==> src/rtl/core/heu_pkg.sv <==
// Types, constants and entity tables shared by the entity unescaper modules.
`timescale 1ns / 1ps

package heu_pkg;

   localparam logic [7:0] CHAR_AMP  = 8'h26;
   localparam logic [7:0] CHAR_HASH = 8'h23;
   localparam logic [7:0] CHAR_SEMI = 8'h3B;
   localparam logic [7:0] CHAR_XL   = 8'h78;
   localparam logic [7:0] CHAR_XU   = 8'h58;

   localparam int QUEUE_DEPTH = 4;
   localparam int QPTR_W      = 2;
   localparam int QCNT_W      = 3;

   typedef enum logic [1:0] {
      PH_IDLE,
      PH_AMP,
      PH_NAME,
      PH_NUM
   } phase_type;

   typedef enum logic [1:0] {
      ENT_AMP,
      ENT_LT,
      ENT_GT,
      ENT_QUOT
   } ent_type;

   typedef enum logic [1:0] {
      ACT_EMIT,
      ACT_HOLD,
      ACT_OPEN
   } act_type;

   typedef enum logic [2:0] {
      BK_IDLE,
      BK_PRE_RD,
      BK_PRE_OUT,
      BK_ACT,
      BK_POST_RD,
      BK_POST_OUT
   } back_state_type;

   typedef struct packed {
      logic       flush_pre;
      act_type    act;
      logic [7:0] data;
      logic       last;
   } cmd_type;

   function automatic logic [2:0] ent_len(input ent_type k);
      logic [2:0] len;
      case (k)
         ENT_AMP:  len = 3'd3;
         ENT_LT:   len = 3'd2;
         ENT_GT:   len = 3'd2;
         ENT_QUOT: len = 3'd4;
         default:  len = 3'd0;
      endcase
      return len;
   endfunction

   function automatic logic [7:0] ent_value(input ent_type k);
      logic [7:0] v;
      case (k)
         ENT_AMP:  v = 8'h26;
         ENT_LT:   v = 8'h3C;
         ENT_GT:   v = 8'h3E;
         ENT_QUOT: v = 8'h22;
         default:  v = 8'h00;
      endcase
      return v;
   endfunction

   function automatic logic [7:0] ent_char(input ent_type k, input logic [1:0] pos);
      logic [7:0] c;
      c = 8'h00;
      case (k)
         ENT_AMP: begin
            case (pos)
               2'd0:    c = 8'h61;
               2'd1:    c = 8'h6D;
               2'd2:    c = 8'h70;
               default: c = 8'h00;
            endcase
         end
         ENT_LT: begin
            case (pos)
               2'd0:    c = 8'h6C;
               2'd1:    c = 8'h74;
               default: c = 8'h00;
            endcase
         end
         ENT_GT: begin
            case (pos)
               2'd0:    c = 8'h67;
               2'd1:    c = 8'h74;
               default: c = 8'h00;
            endcase
         end
         ENT_QUOT: begin
            case (pos)
               2'd0:    c = 8'h71;
               2'd1:    c = 8'h75;
               2'd2:    c = 8'h6F;
               2'd3:    c = 8'h74;
               default: c = 8'h00;
            endcase
         end
         default: c = 8'h00;
      endcase
      return c;
   endfunction

endpackage

==> src/rtl/core/heu_front.sv <==
// Front end: accepts text bytes, parses entity candidates and issues commands.
`timescale 1ns / 1ps

module heu_front
   import heu_pkg::*;
#(
   parameter int BUF_DEPTH = 16
) (
   input  logic       clock,
   input  logic       reset,
   input  logic       req_tvalid,
   output logic       req_tready,
   input  logic [7:0] req_tdata,   // in_byte
   input  logic       req_tlast,   // in_last
   output logic       push,
   output cmd_type    push_cmd,
   input  logic       queue_full
);

   localparam int CNT_W = $clog2(BUF_DEPTH);

   typedef enum logic [1:0] {
      ADV_HOLD,
      ADV_DONE,
      ADV_FAIL
   } adv_type;

   phase_type         phase_ff, phase_in, hold_phase;
   ent_type           kind_ff, kind_in, hold_kind;
   logic [CNT_W-1:0]  cnt_ff, cnt_in, pos;
   logic [31:0]       acc_ff, acc_in, acc_next;
   logic              hex_ff, hex_in, hold_hex;
   adv_type           adv;
   logic [7:0]        b, done_val;
   logic [3:0]        dval;
   logic              is_digit, can_hold, accept;

   assign b          = req_tdata;
   assign req_tready = !queue_full;
   assign accept     = req_tvalid && req_tready;
   assign push       = accept;
   assign can_hold   = cnt_ff < CNT_W'(BUF_DEPTH - 1);
   assign pos        = cnt_ff - CNT_W'(1);

   always_comb begin
      is_digit = 1'b0;
      dval     = 4'd0;
      if (b inside {[8'h30:8'h39]}) begin
         is_digit = 1'b1;
         dval     = 4'(b - 8'h30);
      end else if (hex_ff && (b inside {[8'h61:8'h66]})) begin
         is_digit = 1'b1;
         dval     = 4'(b - 8'h57);
      end else if (hex_ff && (b inside {[8'h41:8'h46]})) begin
         is_digit = 1'b1;
         dval     = 4'(b - 8'h37);
      end
      if (hex_ff) begin
         acc_next = {acc_ff[27:0], 4'd0} + {28'd0, dval};
      end else begin
         acc_next = {acc_ff[28:0], 3'd0} + {acc_ff[30:0], 1'b0} + {28'd0, dval};
      end
   end

   always_comb begin
      adv        = ADV_FAIL;
      hold_phase = phase_ff;
      hold_kind  = kind_ff;
      hold_hex   = hex_ff;
      done_val   = 8'h00;
      case (phase_ff)
         PH_AMP: begin
            if (b == CHAR_HASH) begin
               adv        = ADV_HOLD;
               hold_phase = PH_NUM;
            end else if (b == ent_char(ENT_AMP, 2'd0)) begin
               adv        = ADV_HOLD;
               hold_phase = PH_NAME;
               hold_kind  = ENT_AMP;
            end else if (b == ent_char(ENT_LT, 2'd0)) begin
               adv        = ADV_HOLD;
               hold_phase = PH_NAME;
               hold_kind  = ENT_LT;
            end else if (b == ent_char(ENT_GT, 2'd0)) begin
               adv        = ADV_HOLD;
               hold_phase = PH_NAME;
               hold_kind  = ENT_GT;
            end else if (b == ent_char(ENT_QUOT, 2'd0)) begin
               adv        = ADV_HOLD;
               hold_phase = PH_NAME;
               hold_kind  = ENT_QUOT;
            end
         end
         PH_NAME: begin
            if (pos == CNT_W'(ent_len(kind_ff)) && b == CHAR_SEMI) begin
               adv      = ADV_DONE;
               done_val = ent_value(kind_ff);
            end else if (pos < CNT_W'(ent_len(kind_ff)) &&
                         b == ent_char(kind_ff, pos[1:0])) begin
               adv = ADV_HOLD;
            end
         end
         PH_NUM: begin
            if (b == CHAR_SEMI) begin
               if (acc_ff != 32'd0 && acc_ff[31:8] == 24'd0) begin
                  adv      = ADV_DONE;
                  done_val = acc_ff[7:0];
               end
            end else if (!hex_ff && cnt_ff == CNT_W'(2) && (b == CHAR_XL || b == CHAR_XU)) begin
               adv      = ADV_HOLD;
               hold_hex = 1'b1;
            end else if (is_digit) begin
               adv = ADV_HOLD;
            end
         end
         default: adv = ADV_FAIL;
      endcase
      if (adv == ADV_HOLD && !can_hold) begin
         adv = ADV_FAIL;
      end
   end

   always_comb begin
      phase_in = phase_ff;
      kind_in  = kind_ff;
      cnt_in   = cnt_ff;
      acc_in   = acc_ff;
      hex_in   = hex_ff;
      push_cmd = '{flush_pre: 1'b0, act: ACT_EMIT, data: b, last: req_tlast};
      if (phase_ff == PH_IDLE) begin
         if (b == CHAR_AMP) begin
            push_cmd.act = ACT_OPEN;
            phase_in     = PH_AMP;
            cnt_in       = CNT_W'(1);
            acc_in       = 32'd0;
            hex_in       = 1'b0;
         end
      end else begin
         case (adv)
            ADV_HOLD: begin
               push_cmd.act = ACT_HOLD;
               phase_in     = hold_phase;
               kind_in      = hold_kind;
               cnt_in       = cnt_ff + CNT_W'(1);
               hex_in       = hold_hex;
               if (phase_ff == PH_NUM && !(hold_hex && !hex_ff)) begin
                  acc_in = acc_next;
               end
            end
            ADV_DONE: begin
               push_cmd.data = done_val;
               phase_in      = PH_IDLE;
               cnt_in        = '0;
               acc_in        = 32'd0;
               hex_in        = 1'b0;
            end
            default: begin
               push_cmd.flush_pre = 1'b1;
               acc_in             = 32'd0;
               hex_in             = 1'b0;
               if (b == CHAR_AMP) begin
                  push_cmd.act = ACT_OPEN;
                  phase_in     = PH_AMP;
                  cnt_in       = CNT_W'(1);
               end else begin
                  phase_in = PH_IDLE;
                  cnt_in   = '0;
               end
            end
         endcase
      end
      if (req_tlast) begin
         phase_in = PH_IDLE;
         cnt_in   = '0;
         acc_in   = 32'd0;
         hex_in   = 1'b0;
      end
   end

   always_ff @(posedge clock) begin
      if (reset) begin
         phase_ff <= PH_IDLE;
         kind_ff  <= ENT_AMP;
         cnt_ff   <= '0;
         acc_ff   <= 32'd0;
         hex_ff   <= 1'b0;
      end else if (accept) begin
         phase_ff <= phase_in;
         kind_ff  <= kind_in;
         cnt_ff   <= cnt_in;
         acc_ff   <= acc_in;
         hex_ff   <= hex_in;
      end
   end

`ifndef SYNTHESIS
   a_idle_clean: assert property (@(posedge clock) disable iff (reset)
      phase_ff == PH_IDLE |-> cnt_ff == '0 && acc_ff == 32'd0 && !hex_ff)
      else $error("front idle with candidate state left");
`endif

endmodule

==> src/rtl/core/heu_queue.sv <==
// Short command queue between the front end and the back end.
`timescale 1ns / 1ps

module heu_queue
   import heu_pkg::*;
(
   input  logic    clock,
   input  logic    reset,
   input  logic    push,
   input  cmd_type push_cmd,
   output logic    full,
   input  logic    pop,
   output cmd_type head,
   output logic    nonempty
);

   cmd_type           slots_ff [QUEUE_DEPTH];
   logic [QPTR_W-1:0] wr_ptr_ff, rd_ptr_ff;
   logic [QCNT_W-1:0] count_ff, count_in;

   assign full     = count_ff == QCNT_W'(QUEUE_DEPTH);
   assign nonempty = count_ff != '0;
   assign head     = slots_ff[rd_ptr_ff];

   always_comb begin
      count_in = count_ff;
      if (push && !pop) begin
         count_in = count_ff + QCNT_W'(1);
      end else if (pop && !push) begin
         count_in = count_ff - QCNT_W'(1);
      end
   end

   always_ff @(posedge clock) begin
      if (push) begin
         slots_ff[wr_ptr_ff] <= push_cmd;
      end
   end

   always_ff @(posedge clock) begin
      if (reset) begin
         wr_ptr_ff <= '0;
         rd_ptr_ff <= '0;
         count_ff  <= '0;
      end else begin
         count_ff <= count_in;
         if (push) begin
            wr_ptr_ff <= wr_ptr_ff + QPTR_W'(1);
         end
         if (pop) begin
            rd_ptr_ff <= rd_ptr_ff + QPTR_W'(1);
         end
      end
   end

`ifndef SYNTHESIS
   a_no_underflow: assert property (@(posedge clock) disable iff (reset)
      pop |-> count_ff != '0)
      else $error("queue popped while empty");
   a_no_overflow: assert property (@(posedge clock) disable iff (reset)
      push |-> count_ff != QCNT_W'(QUEUE_DEPTH) || pop)
      else $error("queue pushed while full");
`endif

endmodule

==> src/rtl/core/heu_back.sv <==
// Back end: holds candidate bytes, replays them and drives the result word.
`timescale 1ns / 1ps

module heu_back
   import heu_pkg::*;
#(
   parameter int BUF_DEPTH = 16
) (
   input  logic       clock,
   input  logic       reset,
   input  cmd_type    head,
   input  logic       nonempty,
   output logic       pop,
   output logic       rsp_tvalid,
   input  logic       rsp_tready,
   output logic [7:0] rsp_tdata,   // out_byte
   output logic       rsp_tlast    // out_last
);

   localparam int CNT_W = $clog2(BUF_DEPTH);

   back_state_type   state_ff, state_in;
   cmd_type          cmd_ff, cmd_in, cur;
   logic [CNT_W-1:0] cnt_ff, cnt_in, idx_ff, idx_in, wr_addr, cnt_top;
   logic [7:0]       held_mem [BUF_DEPTH];
   logic [7:0]       rd_data_ff, wr_data, out_data;
   logic             wr_en, out_load, out_last, out_free, finished, run;
   logic             valid_ff, valid_in, last_ff;
   logic [7:0]       data_ff;

   assign out_free   = !valid_ff || rsp_tready;
   assign rsp_tvalid = valid_ff;
   assign rsp_tdata  = data_ff;
   assign rsp_tlast  = last_ff;
   assign cur        = (state_ff == BK_IDLE) ? head : cmd_ff;
   assign cnt_top    = cnt_ff - CNT_W'(1);

   always_comb begin
      state_in = state_ff;
      cmd_in   = cmd_ff;
      cnt_in   = cnt_ff;
      idx_in   = idx_ff;
      pop      = 1'b0;
      wr_en    = 1'b0;
      wr_addr  = cnt_ff;
      wr_data  = cur.data;
      out_load = 1'b0;
      out_data = cur.data;
      out_last = 1'b0;
      finished = 1'b0;
      run      = 1'b0;
      case (state_ff)
         BK_IDLE: begin
            if (nonempty) begin
               if (head.flush_pre && cnt_ff != '0) begin
                  pop      = 1'b1;
                  cmd_in   = head;
                  idx_in   = '0;
                  state_in = BK_PRE_RD;
               end else begin
                  run = 1'b1;
               end
            end
         end
         BK_PRE_RD:  state_in = BK_PRE_OUT;
         BK_POST_RD: state_in = BK_POST_OUT;
         BK_PRE_OUT: begin
            if (out_free) begin
               out_load = 1'b1;
               out_data = rd_data_ff;
               if (idx_ff == cnt_top) begin
                  cnt_in   = '0;
                  state_in = BK_ACT;
               end else begin
                  idx_in   = idx_ff + CNT_W'(1);
                  state_in = BK_PRE_RD;
               end
            end
         end
         BK_ACT: run = 1'b1;
         BK_POST_OUT: begin
            if (out_free) begin
               out_load = 1'b1;
               out_data = rd_data_ff;
               if (idx_ff == cnt_top) begin
                  out_last = cmd_ff.last;
                  cnt_in   = '0;
                  state_in = BK_IDLE;
               end else begin
                  idx_in   = idx_ff + CNT_W'(1);
                  state_in = BK_POST_RD;
               end
            end
         end
         default: state_in = BK_IDLE;
      endcase

      if (run) begin
         case (cur.act)
            ACT_EMIT: begin
               if (out_free) begin
                  out_load = 1'b1;
                  out_data = cur.data;
                  out_last = cur.last;
                  cnt_in   = '0;
                  finished = 1'b1;
                  state_in = BK_IDLE;
               end
            end
            ACT_HOLD: begin
               wr_en    = 1'b1;
               wr_addr  = cnt_ff;
               wr_data  = cur.data;
               cnt_in   = cnt_ff + CNT_W'(1);
               finished = 1'b1;
            end
            ACT_OPEN: begin
               wr_en    = 1'b1;
               wr_addr  = '0;
               wr_data  = CHAR_AMP;
               cnt_in   = CNT_W'(1);
               finished = 1'b1;
            end
            default: finished = 1'b1;
         endcase
         if (finished && cur.act != ACT_EMIT) begin
            cmd_in   = cur;
            idx_in   = '0;
            state_in = cur.last ? BK_POST_RD : BK_IDLE;
         end
         if (state_ff == BK_IDLE) begin
            pop = finished;
         end
      end

      valid_in = valid_ff;
      if (out_load) begin
         valid_in = 1'b1;
      end else if (rsp_tready) begin
         valid_in = 1'b0;
      end
   end

   always_ff @(posedge clock) begin
      if (wr_en) begin
         held_mem[wr_addr] <= wr_data;
      end
      rd_data_ff <= held_mem[idx_ff];
   end

   always_ff @(posedge clock) begin
      if (out_load) begin
         data_ff <= out_data;
         last_ff <= out_last;
      end
   end

   always_ff @(posedge clock) begin
      if (reset) begin
         state_ff <= BK_IDLE;
         cnt_ff   <= '0;
         idx_ff   <= '0;
         valid_ff <= 1'b0;
      end else begin
         state_ff <= state_in;
         cnt_ff   <= cnt_in;
         idx_ff   <= idx_in;
         valid_ff <= valid_in;
      end
   end

   always_ff @(posedge clock) begin
      cmd_ff <= cmd_in;
   end

`ifndef SYNTHESIS
   a_replay_nonempty: assert property (@(posedge clock) disable iff (reset)
      (state_ff == BK_PRE_OUT || state_ff == BK_POST_OUT) |-> cnt_ff != '0)
      else $error("replay with empty hold buffer");
   a_post_only_last: assert property (@(posedge clock) disable iff (reset)
      (state_ff == BK_POST_RD || state_ff == BK_POST_OUT) |-> cmd_ff.last)
      else $error("end-of-text flush without final word");
`endif

endmodule

==> src/rtl/core/html_entity_unescaper_core.sv <==
// A plain byte accepted at the input passes through the command queue into the output
// register on rsp_tdata. Throughput: one byte per cycle for plain text and held or
// decoded entity bytes while the queue has room and rsp_tready is high. As the hold
// buffer read is registered, a replay alternates a read and an output state per byte,
// plus BK_ACT before a failing word; the 4-entry queue buffers commands. Reset
// (synchronous, active high) clears parser, queue, output control, not the hold buffer.
`timescale 1ns / 1ps

module html_entity_unescaper_core
   import heu_pkg::*;
#(
   parameter int BUF_DEPTH = 16
) (
   input  logic       clock,
   input  logic       reset,
   input  logic       req_tvalid,
   output logic       req_tready,
   input  logic [7:0] req_tdata,   // in_byte
   input  logic       req_tlast,   // in_last
   output logic       rsp_tvalid,
   input  logic       rsp_tready,
   output logic [7:0] rsp_tdata,   // out_byte
   output logic       rsp_tlast    // out_last
);

   logic    push, queue_full, pop, nonempty;
   cmd_type push_cmd, head;

   heu_front #(
      .BUF_DEPTH(BUF_DEPTH)
   ) u_front (
      .clock      (clock),
      .reset      (reset),
      .req_tvalid (req_tvalid),
      .req_tready (req_tready),
      .req_tdata  (req_tdata),
      .req_tlast  (req_tlast),
      .push       (push),
      .push_cmd   (push_cmd),
      .queue_full (queue_full)
   );

   heu_queue u_queue (
      .clock    (clock),
      .reset    (reset),
      .push     (push),
      .push_cmd (push_cmd),
      .full     (queue_full),
      .pop      (pop),
      .head     (head),
      .nonempty (nonempty)
   );

   heu_back #(
      .BUF_DEPTH(BUF_DEPTH)
   ) u_back (
      .clock      (clock),
      .reset      (reset),
      .head       (head),
      .nonempty   (nonempty),
      .pop        (pop),
      .rsp_tvalid (rsp_tvalid),
      .rsp_tready (rsp_tready),
      .rsp_tdata  (rsp_tdata),
      .rsp_tlast  (rsp_tlast)
   );

endmodule
==> config.mk <==
export PLATFORM = sky130hd
export DESIGN_NAME = html_entity_unescaper_core
export DESIGN_NICKNAME = d
export VERILOG_FILES = /design/src/rtl/core/heu_pkg.sv /design/src/rtl/core/heu_front.sv /design/src/rtl/core/heu_queue.sv /design/src/rtl/core/heu_back.sv /design/src/rtl/core/html_entity_unescaper_core.sv
export SDC_FILE = /design/constraint.sdc
export NUM_CORES = 1
export LEC_CHECK = 0
export CAP_MARGIN = 20
export CORE_MARGIN = 2
export CORE_UTILIZATION = 25
export DETAILED_ROUTE_END_ITERATION = 6
export DONT_BUFFER_PORTS = 1
export SLEW_MARGIN = 20
export SYNTH_ARGS = -nofsm -noshare
export SYNTH_HDL_FRONTEND = slang
export SYNTH_HIERARCHICAL = 1
export SYNTH_SLANG_ARGS = --single-unit
==> constraint.sdc <==
create_clock -name clock -period 4.2 [get_ports clock]
set_input_delay 0.21 -clock clock [delete_from_list [all_inputs] [get_ports clock]]
set_output_delay 0.21 -clock clock [all_outputs]
set_load 0.02 [all_outputs]
Word-level counts from Yosys, hierarchy flattened. Memory sizes are Yosys's and may differ from the RTL's. A register that Yosys moved wholly into a read port is not among the register bits. Cells that the tools add are included.

Equal/unequal tests: 36. Reductions and logical operators: 50. Add/subtract/negate cells: 15. Bitwise logic cells: 2. Muxes and demuxes: 148. Order comparisons: 8.

Operators by type and width (count): $mux W32 (6); $mux W8 (14); $pmux W8 S4 (3); $mux W4 (19); $mux W12 (6); $add A32 B4 Y32 (2); $mux W2 (30); $eq A8 B7 Y1 const B (6); $mux W3 (15); $mux W1 (42); $add A32 B32 Y32 (1); $reduce_bool A32 Y1 (1); $pmux W7 S2 (2); $eq A8 B6 Y1 const B (3); $logic_not A24 Y1 (1); $pmux W7 S3 (1); $logic_and A1 B1 Y1 (18); $pmux W3 S6 (1); $ge A8 B7 Y1 const B (2); $le A8 B7 Y1 const B (2); $pmux W4 S2 (2); $pmux W8 S2 (1); $eq A2 B2 Y1 const B (7); $add A4 B1 Y4 const B (3); 39 further kinds (71).

Output and inout bits: 11. Logic and storage cells: 279. Register bits after elaboration: 81. Bits in writable memories: 176. Memories: 2. Bits of input ports: 13.

Memories: u_back.held_mem (depth 16, width 8, rd ports 1, clocked after memory_dff 1, write ports 1, RTL line heu_back.sv:25) `logic [7:0] held_mem [BUF_DEPTH];`; u_queue.slots_ff (depth 4, width 12, rd ports 1, clocked after memory_dff 1, write ports 1, RTL line heu_queue.sv:17) `cmd_type slots_ff [QUEUE_DEPTH];`.

Longest topological paths before layout.
Depth in word-level cells: 20. Mapped depth: 21. Mapped depth without buffers: 21.

Cells and area by module. Netlist, hierarchy kept.

Modules (own cells, without submodules): heu_back (area an instance 6909.1 sq um, cells an instance 398, times used 1, sequential area each 4734.5 sq um); heu_front (area an instance 4769.6 sq um, cells an instance 612, times used 1, sequential area each 820.8 sq um); heu_queue (area an instance 2165.8 sq um, cells an instance 106, times used 1, sequential area each 1621.6 sq um).

Worst setup path after synthesis. Ideal clock, no wire load.

Path kind: input to register. Start: in req_tdata[0]. End: reg u_front.acc_ff[22]. Buffers on the path: 0. Library setup time: 0.117 ns. Arrival: 4.081 ns. Data required time: 4.083 ns. Path slack: 0.003 ns. Cell stages on the path: 19. Cell sequence: inv_1 -> ha_1 -> nor2_1 -> o21ai_0 -> and4b_1 -> o21ai_0 -> nor2_1 -> fa_1 -> inv_1 -> fa_1 -> nand2b_1 -> a21oi_1 -> a21oi_1 -> a21oi_1 -> o311ai_0 -> a311oi_1 -> xor2_1 -> mux2_2 -> a22o_1.

Longest elaborated chain between the ends: 17. Elaborated cells between the ends (all ways): 65. Those cells by class: 5 x add/sub; 6 x order compare; 12 x eq/ne; 26 x mux; 16 x reduce/logical.

Ends and longest elaborated chain: start: declaration (RTL line html_entity_unescaper_core.sv:18) `input logic [7:0] req_tdata,`; parallel branches: the longest is 17 deep, another holds $add A32 B4 Y32; end signal: assignment (RTL line heu_front.sv:191) `acc_ff <= acc_in;`; end: declaration (RTL line heu_front.sv:31) `logic [31:0] acc_ff, acc_in, acc_next;`.

Several ways; the timed one is not identified. The select of a mux whose other input is x is not followed. A chain may end at the register's enable or synchronous reset.

Worst setup path in the final report.
Start: in req_tdata[4]. End: reg u_front.acc_ff[29].

Same word-level chain as after synthesis.

==> results.sh <==
export IMPL_status="finished clean"
export IMPL_synth_top_family_by_area="compound AO/OA/AOI/OAI gates"
export IMPL_synth_cell_type_count=84
export IMPL_clock_skew_ps=27.19
export IMPL_synthMuxAreaShare=0.1103
export IMPL_synthAdderAreaFrac=0.08477
export IMPL_tritoncts="built"
export IMPL_syn_area_per_cell_um2=12.41
export IMPL_synth_xor_xnor_area_share=0.02883
export IMPL_synth_main_ff_cell="edfxtp_1"
export IMPL_relSlewSlack=0.3085
export IMPL_combPwrFrac=0.258
export IMPL_power_total_mw=8.447
export IMPL_cts_buffer_depth=3
export IMPL_max_freq_mhz=258.1
export IMPL_met3_usage=0.01590
export IMPL_antenna_cells=0
export IMPL_drive_above_1_share=0.1448
export IMPL_peakVddDrop_uv=356.8
export IMPL_io_buffers=0
export IMPL_cts_max_level=1
export IMPL_synth_async_reset_ratio=0
export IMPL_synth_nets=1221
export IMPL_place_area_um2=14780
export IMPL_switching_share=0.3096
export IMPL_drv_slew=0
export IMPL_placedCellCount=1810
export IMPL_viasPerCell=4.823
export IMPL_io_pins=24
export IMPL_ctsRootBufferMaster="clkbuf_16"
export IMPL_period_needed_ps=3874
export IMPL_final_area_um2=15790
export IMPL_startpoint_type="primary input"
export IMPL_crit_required_ps=4620
export IMPL_hold_path_class="primary input to register"
export IMPL_via_count=9023
export IMPL_synth_compound_area_share=0.1150
export IMPL_drt_first_pass_iters=5
export IMPL_setup_viol=0
export IMPL_drtIter0Drc=526
export IMPL_hold_path_endpoint="u_queue/slots_ff[3][6]"
export IMPL_post_place_ws_ps=-17.28
export IMPL_hold_violations=0
export IMPL_clockPowerShare=0.286
export IMPL_nFillCells=5562
export IMPL_critPathKind="primary input to register"
export IMPL_grt_max_degree=66
export IMPL_r2r_setup_slack_ps=430
export IMPL_antenna_left=0
export IMPL_wirelength_mm=31.12
export IMPL_whs_path_depth=1
export IMPL_initial_core_util=0.2523
export IMPL_antenna_found_initial=0
export IMPL_grt_overflow_total=0
export IMPL_fp_dieW_um=239.3
export IMPL_drcViolationCount=0
export IMPL_nNetsFinal=1250
export IMPL_worst_pin_slew_ps=1033
export IMPL_cts_buffers=28
export IMPL_grt_use_met2=0.1821
export IMPL_p_seq_frac=0.456
export IMPL_syn_to_final_growth_pct=14.08
export IMPL_yosys_area_share_simple=0.1117
export IMPL_dp_hpwl_mm=22.11
export IMPL_yosysSeqAreaShare=0.5184
export IMPL_fin_crit_sh=0.9224
export IMPL_worst_ep_arrival_time_ps=4300
export IMPL_min_delay_start="req_tdata[5]"
export IMPL_reg2reg_from="u_front/cnt_ff[1]"
export IMPL_powerDensity_nw_per_um2=534.9
export IMPL_met1_usage=0.1481
export IMPL_grt_pass1_wl_mm=49.84
export IMPL_die_area_um2=57280
export IMPL_track_usage=0.1093
export IMPL_synth_edf_count=185
export IMPL_clock_latency_ps=560
export IMPL_place_congestion=0.8688
export IMPL_postCtsSetupBuffers=0
export IMPL_reg2reg_to="u_front/phase_ff[0]"
export IMPL_coreArea_um2=54880
export IMPL_ys_warn_count=6
export IMPL_leakage_nw=5.697
export IMPL_drt_wirelength_per_cell_um=16.63
export IMPL_grt_busiest_layer="met2"
export IMPL_hold_ws_ps=27.99
export IMPL_critPathMaxFanout=8
export IMPL_p_int_mw=5.832
export IMPL_clk_pin_slew_ps=60
export IMPL_power_switching_mw=2.616
export IMPL_finalWorstSetupSlack_ps=325.8
export IMPL_max_cap_violations=0
export IMPL_placementRows=86
export IMPL_syn_area_um2=13840
export IMPL_stdcell_count=1871
export IMPL_ys_ff_latch=266
export IMPL_synth_cells=1116
export IMPL_rsz0062_at_grt="false"
export IMPL_end_kind="register"
export IMPL_grt_pass1_vias=8941
export IMPL_r2r_cells=13
export IMPL_die_h_um=239.3
export IMPL_clock_sinks=266
[through the flow]
| stage | setup TNS, ps | util |
|---|---|---|
| 5_1_grt | 0 | 0.2878 |
| 4_1_cts | 0 | 0.2877 |
| 3_3_place_gp | 0 | 0.2694 |
| 6_report | 0 | 0.2878 |
| 3_5_place_dp | -17.28 | 0.2694 |
| 2_1_floorplan | 0 | - |
[layer usage]
metal / share of wire / wire [um]
met1: 0.47 / 14550
met3: 0.039 / 1217
met5: 0 / 0
met2: 0.47 / 14680
met4: 0.022 / 670
[cell usage after synthesis, types with 5 or more instances]
cell,number,share of area
a31oi_1,10,0.0045
nand2_1,65,0.018
a22o_1,17,0.011
nand2b_1,11,0.0050
mux2_2,15,0.012
nor2b_1,9,0.0041
mux2i_1,15,0.011
nor2_1,98,0.027
o311ai_0,5,0.0032
buf_4,8,0.0043
and2_1,15,0.0068
nand3b_1,7,0.0038
a21oi_1,51,0.018
buf_2,13,0.0047
or3_1,6,0.0027
ha_1,89,0.080
dfxtp_1,81,0.12
mux4_2,50,0.081
inv_1,43,0.012
xor2_1,21,0.013
edfxtp_1,185,0.40
a32oi_1,6,0.0038
or4_1,6,0.0033
nand3_1,19,0.0069
o31ai_1,12,0.0065
o21a_1,12,0.0065
a22oi_1,11,0.0060
a311oi_1,6,0.0038
o21ai_0,42,0.015
nand4_1,11,0.0050
a21o_1,14,0.0076
o21ai_1,5,0.0018
xnor2_1,22,0.014
nor3_1,17,0.0061
nor4_1,11,0.0050
nor4b_1,5,0.0032
clkbuf_1,22,0.0060
[area by class of cell]
| type | instances | area (um2) | share of cell area |
|---|---|---|---|
| sequential | 266 | 7179 | 0.4546 |
| tap | 704 | 880.8 | 0.05577 |
| timing repair buffer | 50 | 407.9 | 0.02583 |
| clock inverter | 17 | 177.7 | 0.01125 |
| multi-input combinational | 756 | 6260 | 0.3963 |
| inverter | 43 | 161.4 | 0.01022 |
| clock buffer | 35 | 726.9 | 0.04603 |
[repair_timing]
action                                 in CTS  in global routing
setup endpoints to repair                   0                  2
endpoints found under the hold margin      48                  0
hold buffers                                9                  0
resized for setup                           0                  3
[sequential cells by signal, summed over array words and instances (netlist names), named ones only]
name and flops:
u_back/idx_ff 4, u_queue/rd_ptr_ff 2, u_back/state_ff 3, u_queue/wr_ptr_ff 2
u_front/acc_ff 32, u_back/rsp_tdata 8, u_back/cnt_ff 4, u_front/cnt_ff 4
u_front/hex_ff 1, u_queue/slots_ff 48, u_back/rsp_tvalid 1, u_back/held_mem 128
u_back/cmd_ff 11, u_queue/count_ff 3, u_back/rd_data_ff 8, u_front/phase_ff 2
u_back/rsp_tlast 1, u_front/kind_ff 2
[how the worst max path moves through the flow]
stage / start / endpoint / slack (ps) / cells after the start
2_1_floorplan: req_tdata[0] / u_front/acc_ff[22] / 3 / 19
3_3_place_gp: req_tdata[0] / u_front/acc_ff[22] / 70 / 19
3_5_place_dp: req_tdata[1] / u_front/acc_ff[22] / -20 / 20
4_1_cts: req_tdata[4] / u_front/acc_ff[28] / 320 / 20
5_1_grt: req_tdata[4] / u_front/acc_ff[22] / 50 / 17
6_report: req_tdata[4] / u_front/acc_ff[29] / 330 / 16
[kinds of logic after synthesis]
group | count (synthesis)
and+or+nand+nor | 306
DFF | 266
AOI/OAI and AO/OA | 230
buffers and inverters | 94
adders and majority gates | 92
muxes | 84
xor gates and xnor gates | 44
[critical path: stages]
cell,delay (ps)
dlygate4sd3_1,600
nor2_2,160
and4_1,210
o21ai_0,90
nor2_1,190
fa_1,470
ha_1,320
a211oi_1,250
o21bai_1,130
a211oi_1,360
o2111ai_1,180
nand3_1,200
o31ai_1,140
o41ai_1,470
mux2i_1,250
nand2_1,60
[cells in the final DEF, fill, tap and decap left out, drive strengths merged, types with 17 or more instances in the layout]
cell | netlist | layout
inv | 43 | 44
nand3 | 19 | 19
xor2 | 21 | 21
ha | 89 | 89
nor3 | 19 | 19
buf | 29 | 42
o21ai | 47 | 47
edfxtp | 185 | 185
clkbuf | 22 | 35
nor2 | 98 | 98
a21oi | 53 | 53
mux4 | 52 | 52
a22o | 17 | 17
dfxtp | 81 | 81
nand2 | 66 | 66
xnor2 | 22 | 22
[power by group through the flow]
stage	Combinational, mW	Clock, mW	Sequential, mW
2_1_floorplan	1.56	0	3.82
3_3_place_gp	2.09	0	3.90
3_5_place_dp	2.17	0	3.91
4_1_cts	2.20	2.49	3.86
5_1_grt	2.41	2.59	3.89
6_report	2.18	2.42	3.85
Power figures use the tool's default switching activity.
